`config.mk`:
```
export PLATFORM = sky130hd
export DESIGN_NAME = bitmap_range_set_clear_count
export DESIGN_NICKNAME = d
export VERILOG_FILES = /design/src/hdl/bmrsc_pkg.sv /design/src/hdl/bmrsc_ram.sv /design/src/hdl/bitmap_range_set_clear_count.sv
export SDC_FILE = /design/constraint.sdc
export NUM_CORES = 2
export LEC_CHECK = 0
export ABC_CLOCK_PERIOD_IN_PS = 21600
export BUFFER_PORTS_ARGS = -buffer_cell sky130_fd_sc_hd__buf_2
export CORE_AREA = 2 2 542 544
export CTS_BUF_LIST = sky130_fd_sc_hd__clkbuf_16
export CTS_CLUSTER_DIAMETER = 150
export DETAILED_ROUTE_END_ITERATION = 7
export DIE_AREA = 0 0 544 546
export PLACE_DENSITY_LB_ADDON = 0.25
export SYNTH_ARGS = -nofsm -noshare
export SYNTH_HDL_FRONTEND = slang
export SYNTH_SLANG_ARGS = --single-unit
```
`constraint.sdc`:
```
create_clock -name clk_i -period 21.6 [get_ports clk_i]
set_input_delay 1.08 -clock clk_i [delete_from_list [all_inputs] [get_ports clk_i]]
set_output_delay 1.08 -clock clk_i [all_outputs]
set_load 0.01 [all_outputs]
```
`src/hdl/bmrsc_pkg.sv`:
```
// Shared types, constants and the byte population count for the range bitmap block.
package bmrsc_pkg;

  localparam int OP_W    = 2;
  localparam int RANGE_W = 13;
  localparam int CNT_W   = 13;

  typedef enum logic [OP_W-1:0] {
    OP_SET       = 2'd0,
    OP_CLEAR     = 2'd1,
    OP_COUNT     = 2'd2,
    OP_CLEAR_ALL = 2'd3
  } op_e;

  typedef enum logic [1:0] {
    S_IDLE,
    S_WALK,
    S_TAIL,
    S_DONE
  } state_e;

  // Ones in one byte; a constant 256-entry table once synthesized.
  function automatic logic [3:0] byte_ones(input logic [7:0] b);
    logic [3:0] n;
    n = '0;
    for (int i = 0; i < 8; i++) begin
      n = n + 4'(b[i]);
    end
    return n;
  endfunction

endpackage

```
`src/hdl/bmrsc_ram.sv`:
```
// Generic single-write, single-read RAM with registered read data.
module bmrsc_ram #(
  parameter int WIDTH = 32,
  parameter int DEPTH = 128
) (
  input  logic                                        clk_i,
  input  logic                                        we_i,
  input  logic [((DEPTH > 1) ? $clog2(DEPTH) : 1)-1:0] waddr_i,
  input  logic [WIDTH-1:0]                            wdata_i,
  input  logic                                        re_i,
  input  logic [((DEPTH > 1) ? $clog2(DEPTH) : 1)-1:0] raddr_i,
  output logic [WIDTH-1:0]                            rdata_o
);

  logic [WIDTH-1:0] mem_q [DEPTH];
  logic [WIDTH-1:0] rdata_q;

  always_ff @(posedge clk_i) begin
    if (we_i) begin
      mem_q[waddr_i] <= wdata_i;
    end
    if (re_i) begin
      rdata_q <= mem_q[raddr_i];
    end
  end

  assign rdata_o = rdata_q;

endmodule

```
`src/hdl/bitmap_range_set_clear_count.sv`:
```
// Top level: range bitmap with set, clear, count and clear-all operations.
//
// Input channel (in_valid_i / in_stall_o): one item is an op and a half-open
// bit range [range_start_i, range_end_i). Both ends are clipped to MAP_BITS.
// Output channel (out_valid_o / out_stall_i): exactly one item per input item,
// carrying set_count_o and range_empty_o (both zero unless the op is count).
//
// Timing: a set, clear or count with a non-empty range walks every word of
// the map through one read-modify-write pipe, one word per cycle, then passes
// the tail state and loads the output register in the done state. Clear-all and
// empty ranges skip the walk and go straight to the done state. The word RAM's
// single read and single write port set the walk rate. A new item is taken only
// while the sequencer is idle, i.e. one item at a time.
//
// Reset: per-word valid bits are cleared, so the whole map reads as zero at
// once; clear-all does the same. No clearing sweep is needed.
// Stall: the result sits in an output register; a new item may be accepted
// while it waits, and the sequencer holds its next result until it drains.
module bitmap_range_set_clear_count #(
  parameter int MAP_BITS  = 4096,
  parameter int WORD_BITS = 32
) (
  input  logic                          clk_i,
  input  logic                          rst_ni,
  input  logic                          in_valid_i,
  output logic                          in_stall_o,
  input  logic [bmrsc_pkg::OP_W-1:0]    op_i,
  input  logic [bmrsc_pkg::RANGE_W-1:0] range_start_i,
  input  logic [bmrsc_pkg::RANGE_W-1:0] range_end_i,
  output logic                          out_valid_o,
  input  logic                          out_stall_i,
  output logic [bmrsc_pkg::CNT_W-1:0]   set_count_o,
  output logic                          range_empty_o
);

  import bmrsc_pkg::*;

  localparam int MAP_WORDS = (MAP_BITS + WORD_BITS - 1) / WORD_BITS;
  localparam int IDX_W     = (MAP_WORDS > 1) ? $clog2(MAP_WORDS) : 1;
  localparam int SPAN      = MAP_WORDS * WORD_BITS;
  localparam int BASE_W    = $clog2(SPAN + WORD_BITS + 1);
  localparam int CMP_W     = (BASE_W > RANGE_W) ? BASE_W : RANGE_W;
  localparam int SH_W      = $clog2(WORD_BITS);
  localparam int NBYTES    = (WORD_BITS + 7) / 8;
  localparam int PAD_W     = NBYTES * 8;
  localparam int SUM_W     = $clog2(WORD_BITS + 1);

  localparam logic [WORD_BITS-1:0] ALL_ONES = {WORD_BITS{1'b1}};
  localparam logic [CMP_W-1:0]     MAP_TOP  = CMP_W'(MAP_BITS);
  localparam logic [CMP_W-1:0]     W_STEP   = CMP_W'(WORD_BITS);
  localparam logic [IDX_W-1:0]     LAST_IDX = IDX_W'(MAP_WORDS - 1);

  // sequencer and control
  state_e state_q, state_d;
  op_e    op_q, op_d;
  logic [MAP_WORDS-1:0] vld_q, vld_d;
  logic   p_vld_q, p_vld_d;
  logic   out_vld_q, out_vld_d;

  // walk payload
  logic [CMP_W-1:0]     lo_q, lo_d, hi_q, hi_d;
  logic [CMP_W-1:0]     base_q, base_d;
  logic [IDX_W-1:0]     rd_idx_q, rd_idx_d;
  logic [IDX_W-1:0]     p_idx_q, p_idx_d;
  logic [WORD_BITS-1:0] p_mask_q, p_mask_d;
  logic                 p_hit_q, p_hit_d;
  logic [CNT_W-1:0]     acc_q, acc_d;
  logic [CNT_W-1:0]     out_cnt_q, out_cnt_d;
  logic                 out_emp_q, out_emp_d;

  // datapath wires
  logic [CMP_W-1:0]     s_ext, e_ext, s_clip, e_clip;
  logic [CMP_W-1:0]     base_top, lo_off, hi_off;
  logic [WORD_BITS-1:0] lo_m, hi_m;
  logic [WORD_BITS-1:0] ram_rdata, word, masked, ram_wdata;
  logic [PAD_W-1:0]     padded;
  logic [SUM_W-1:0]     pop;
  logic                 ram_we, ram_re, in_acc;

  assign in_acc     = in_valid_i && (state_q == S_IDLE);
  assign in_stall_o = (state_q != S_IDLE);

  // clip both ends to the map
  assign s_ext  = CMP_W'(range_start_i);
  assign e_ext  = CMP_W'(range_end_i);
  assign s_clip = (s_ext > MAP_TOP) ? MAP_TOP : s_ext;
  assign e_clip = (e_ext > MAP_TOP) ? MAP_TOP : e_ext;

  // stage 1: mask of the word at base_q
  assign base_top = base_q + W_STEP;
  assign lo_off   = lo_q - base_q;
  assign hi_off   = hi_q - base_q;

  always_comb begin
    if (lo_q <= base_q) begin
      lo_m = ALL_ONES;
    end else if (lo_q >= base_top) begin
      lo_m = '0;
    end else begin
      lo_m = ALL_ONES << lo_off[SH_W-1:0];
    end
    if (hi_q >= base_top) begin
      hi_m = ALL_ONES;
    end else if (hi_q <= base_q) begin
      hi_m = '0;
    end else begin
      hi_m = ~(ALL_ONES << hi_off[SH_W-1:0]);
    end
  end

  // stage 2: word from RAM, never-written words read as zero
  assign word   = p_hit_q ? ram_rdata : '0;
  assign masked = word & p_mask_q;
  assign padded = PAD_W'(masked);

  always_comb begin
    pop = '0;
    for (int i = 0; i < NBYTES; i++) begin
      pop = pop + SUM_W'(byte_ones(padded[i*8 +: 8]));
    end
  end

  assign ram_we    = p_vld_q && ((op_q == OP_SET) || (op_q == OP_CLEAR));
  assign ram_wdata = (op_q == OP_SET) ? (word | p_mask_q) : (word & ~p_mask_q);
  assign ram_re    = (state_q == S_WALK);

  bmrsc_ram #(
    .WIDTH(WORD_BITS),
    .DEPTH(MAP_WORDS)
  ) u_ram (
    .clk_i  (clk_i),
    .we_i   (ram_we),
    .waddr_i(p_idx_q),
    .wdata_i(ram_wdata),
    .re_i   (ram_re),
    .raddr_i(rd_idx_q),
    .rdata_o(ram_rdata)
  );

  // sequencer: next state and datapath controls
  always_comb begin
    state_d   = state_q;
    op_d      = op_q;
    vld_d     = vld_q;
    lo_d      = lo_q;
    hi_d      = hi_q;
    base_d    = base_q;
    rd_idx_d  = rd_idx_q;
    p_vld_d   = 1'b0;
    p_idx_d   = rd_idx_q;
    p_mask_d  = lo_m & hi_m;
    p_hit_d   = vld_q[rd_idx_q];
    acc_d     = acc_q;
    out_vld_d = out_vld_q;
    out_cnt_d = out_cnt_q;
    out_emp_d = out_emp_q;

    if (out_vld_q && !out_stall_i) begin
      out_vld_d = 1'b0;
    end

    // count accumulates whatever word leaves stage 2
    if (p_vld_q) begin
      acc_d = acc_q + CNT_W'(pop);
    end
    if (ram_we) begin
      vld_d[p_idx_q] = 1'b1;
    end

    unique case (state_q)
      S_IDLE: begin
        if (in_acc) begin
          op_d     = op_e'(op_i);
          lo_d     = s_clip;
          hi_d     = e_clip;
          base_d   = '0;
          rd_idx_d = '0;
          acc_d    = '0;
          if (op_e'(op_i) == OP_CLEAR_ALL) begin
            vld_d   = '0;
            state_d = S_DONE;
          end else if (s_clip >= e_clip) begin
            state_d = S_DONE;
          end else begin
            state_d = S_WALK;
          end
        end
      end
      S_WALK: begin
        p_vld_d  = 1'b1;
        base_d   = base_top;
        rd_idx_d = rd_idx_q + 1'b1;
        if (rd_idx_q == LAST_IDX) begin
          state_d = S_TAIL;
        end
      end
      S_TAIL: begin
        state_d = S_DONE;
      end
      S_DONE: begin
        if (!out_vld_q || !out_stall_i) begin
          out_vld_d = 1'b1;
          out_cnt_d = (op_q == OP_COUNT) ? acc_q : '0;
          out_emp_d = (op_q == OP_COUNT) && (acc_q == '0);
          state_d   = S_IDLE;
        end
      end
      default: state_d = S_IDLE;
    endcase
  end

  always_ff @(posedge clk_i or negedge rst_ni) begin
    if (!rst_ni) begin
      state_q   <= S_IDLE;
      op_q      <= OP_SET;
      vld_q     <= '0;
      p_vld_q   <= 1'b0;
      out_vld_q <= 1'b0;
    end else begin
      state_q   <= state_d;
      op_q      <= op_d;
      vld_q     <= vld_d;
      p_vld_q   <= p_vld_d;
      out_vld_q <= out_vld_d;
    end
  end

  always_ff @(posedge clk_i) begin
    lo_q      <= lo_d;
    hi_q      <= hi_d;
    base_q    <= base_d;
    rd_idx_q  <= rd_idx_d;
    p_idx_q   <= p_idx_d;
    p_mask_q  <= p_mask_d;
    p_hit_q   <= p_hit_d;
    acc_q     <= acc_d;
    out_cnt_q <= out_cnt_d;
    out_emp_q <= out_emp_d;
  end

  assign out_valid_o   = out_vld_q;
  assign set_count_o   = out_cnt_q;
  assign range_empty_o = out_emp_q;

endmodule

```
==> impl_metrics.csv <==
group,metric,value,unit
power_and_ir_drop,p_per_area,146,nW/µm²
route,vias,91400,
finish,areaGrowthSynthToFinish,12.1,%
floorplanning,core_area,292000,µm²
sta,finalSetupViolCount,0,
floorplanning,pin_count,48,
clock_tree,clock_path_buffers,4,
finish,nets,9052,
placed_design,numPortBuffers,47,
clock_tree,clockRootBuffer,"clkbuf_16",
sta,slew_viol_final,4,
route,wire_per_inst,36.5,µm
job,max-cap-violations,3,
route,drt_iter0_markers,14100,
global_route,grt_pass1_vias,89300,
clock_tree,post_cts_buffers,0,
clock_tree,cts_tree,"done",
power_and_ir_drop,vdd_drop_max,127,µV
worst_setup_path,reg2reg_slack,14590,ps
min_path,min_path_type,"in -> async",
finish,fillCellCount,18700,
sta,timing.final.crit_share,0.324,
global_route,antenna_found_initial,33,
worst_setup_path,max_stage_delay,1200,ps
sta,finalHoldViolCount,0,
synthesis,synthCells,8606,
finish,final_util,0.657,
synthesis,post_synth_num_cell_types,73,
synthesis,ys_seq_area_frac,0.759,
synthesis,yosys_warnings,0,
synthesis,ys.flop_type,"edfxtp_1",
worst_setup_path,r2r_end,"u_ram.rdata_o[22]$_DFFE_PP_",
synthesis,ys_ff_latch,4370,
worst_setup_path,ff2ff_path_depth,11,
global_route,grt_start_max_net_pins,145,
synthesis,syn_area_per_cell,19.9,µm²
finish,instances_no_fill,13200,
synthesis,syn-cell-area,171000,µm²
clock_tree,post_cts_resized,0,
worst_setup_path,crit_top_cell,"buf_4",
clock_tree,clock_latency,1000,ps
worst_setup_path,cp_data_required_time,22260,ps
route,drc,4,
finish,drive_gt1_frac,0.218,
power_and_ir_drop,leakagePower,63.3,nW
route,routed_via_density,6.91,
sta,fin_tns_setup,0,ps
synthesis,async_reset_ff_frac,0.0307,
synthesis,synthesis.nets,8730,
floorplanning,dieArea,297000,µm²
clock_tree,cts-hold-fix-buffers,0,
finish,finalInstanceArea,192000,µm²
floorplanning,fp-row-count,199,
sta,fmax,143,MHz
sta,rsz0062_at_grt,"false",
worst_setup_path,worst-path-max-fanout,79,
route,met1Wirelength,172000,µm
sta,worst_pin_slew,1550,ps
clock_tree,htree_levels,5,
route,drtPass1Iterations,8,
placed_design,place_area,178000,µm²
route,wl_met2,225000,µm
run_status,violations,"design-rule violations, max-capacitance violations, max-slew violations",
sta,min_period,7010,ps
worst_setup_path,crit_chain,"buf_4 > buf_4 > buf_4 > buf_4 > buf_12 > buf_4 > mux4_2 > mux2i_1 > o21ai_0 > a221oi_1 > a21oi_1",
global_route,grt_pass1_wl,671000,µm
route,routed_wl,482000,µm
global_route,grt_overflow_total,0,
clock_tree,cts_inserted_buffers,426,
sta,relSlewSlack,-0.0369,
sta,skew,67.3,ps
worst_setup_path,rr_startpoint,"p_idx_d[0]$_SDFFCE_PN0P_",
floorplanning,die_x,544,µm
clock_tree,clock_sinks,4370,
route,dr_wl_met3,58800,µm
placed_design,dp_cells,12400,
synthesis,synth_edf_count,4183,
worst_setup_path,crit_arrival,7670,ps
floorplanning,start_util,0.586,
worst_setup_path,cp-start-kind,"flip-flop",
worst_setup_path,cp_slowest_cell,"a221oi_1",
sta,finalWorstSetupSlack,14590,ps
placed_design,dp_hpwl,270000,µm
route,routed.top_layer,"met5",
worst_setup_path,critical_path.endpoint_type,"flip-flop",
floorplanning,die_y,546,µm
clock_tree,path_clk_slew,60,ps
placed_design,place_congestion,0.894,
run_status,status,"complete, but fails checks",
route,antenna_left,0,
global_route,track_usage,0.323,
placed_design,place_ws,14720,ps
worst_setup_path,path_class,"reg -> reg",
cells in the mapped netlist, types with 16 or more instances:
master	instances	area, µm²
nor2_1	211	792
o21ai_0	156	781
dfxtp_1	53	1060
o2111ai_1	34	298
a221oi_1	65	569
o211ai_1	34	255
dfrtp_1	134	3350
mux2i_1	798	7990
and2_1	35	219
edfxtp_1	4183	126000
o32a_1	17	170
a31oi_1	24	150
mux4_2	663	14900
mux2_2	117	1320
o221ai_1	51	447
inv_1	57	214
a211oi_1	61	458
a21oi_1	204	1020
a21o_1	16	120
nand3_1	123	616
a22o_1	31	272
ha_1	66	826
a21boi_0	57	428
nand2_1	208	781
a22oi_1	254	1910
a2111oi_0	25	219
buf_4	48	360
nor3_1	21	105
clkbuf_1	196	736
fa_1	26	521
buf_1	20	75.1
buf_6	53	597
buf_2	166	831
o21a_1	133	998
o22ai_1	61	382
nor2b_1	30	188
area by class of cell:
cell class              instances  area, µm²  share of cell area
flip-flops and latches       4370     130000               0.677
multi-input cells            3680      39900               0.208
clock buffers                 427      10700              0.0557
well taps                    3919       4900              0.0255
clock inverters               363       3230              0.0168
repair buffers                391       3020              0.0157
inverters                      59        221             0.00115
diodes                         13       32.5            0.000169
state kept, by name, indices dropped and copies added (netlist names), 7 cells and up:
register       cells
p_idx_d            7
u_ram.rdata_o     32
lo_q              13
hi_q              13
set_count_o       13
vld_q            128
acc_q             13
p_mask_q          32
base_q             8
p_idx_q            7
u_ram.mem_q     4096
power breakdown:
part	internal (mW)	leakage [nW]	switching, mW
Clock	4.15	7.15	3.19
Combinational	2.90	15.6	6.59
Sequential	11.0	40.6	0.249
Total	18.1	63.3	10.0
routing by layer:
metal | up-vias | track usage
met5 | - | 0
met3 | 1125 | 0.0814
met2 | 6280 | 0.495
li1 | 36200 | -
met4 | 12 | 0.157
met1 | 47800 | 0.438
placed cells by master (no fill, tap or decap), drive strengths merged, types with 66 or more instances in the layout:
cell type / count
a21oi: 204
a221oi: 71
a22oi: 254
buf: 391
clkbuf: 427
clkinv: 192
dfrtp: 134
edfxtp: 4183
ha: 66
inv: 169
mux2: 117
mux2i: 798
mux4: 668
nand2: 208
nand3: 123
nor2: 213
o21a: 133
o21ai: 163
through the flow:
stage                     total power [mW]  hold WS [ps]
after floorplan                       17.2           343
after global routing                  28.8           182
after global placement                20.4           467
final                                 28.1           151
after CTS                             28.0           136
after detailed placement              20.7           474
critical path, delay by kind of cell, from the launching register on:
| family | cells | cell delay (ps) |
|---|---|---|
| flip-flops | 1 | 350 |
| buffers and inverters | 6 | 3940 |
| AO/OA/AOI/OAI | 3 | 1420 |
| multiplexers | 2 | 820 |
worst max path at each step:
stage | startpoint | slack (ps) | end | cells past startpoint
after floorplan | p_hit_q$_DFF_P_ | 14510 | u_ram.mem_q[0][11]$_DFFE_PP_ | 4
after global placement | p_idx_d[0]$_SDFFCE_PN0P_ | 14530 | u_ram.rdata_o[29]$_DFFE_PP_ | 10
after detailed placement | p_idx_d[0]$_SDFFCE_PN0P_ | 14720 | u_ram.rdata_o[22]$_DFFE_PP_ | 11
after CTS | p_idx_d[0]$_SDFFCE_PN0P_ | 14670 | u_ram.rdata_o[22]$_DFFE_PP_ | 11
after global routing | p_idx_d[0]$_SDFFCE_PN0P_ | 14380 | u_ram.rdata_o[22]$_DFFE_PP_ | 11
final | p_idx_d[0]$_SDFFCE_PN0P_ | 14590 | u_ram.rdata_o[22]$_DFFE_PP_ | 11
logic make-up after synthesis:
family | Yosys count | share of synthesized area
XOR/XNOR | 18 | 0.000921
multiplexers | 1583 | 0.142
adder cells (fa/ha/maj) | 92 | 0.00786
flip-flops | 4370 | 0.759
AO/OA/AOI/OAI | 1293 | 0.0534
buffers and inverters | 556 | 0.0178
AND/OR/NAND/NOR | 694 | 0.0184
(Power assumes the default switching activity.)
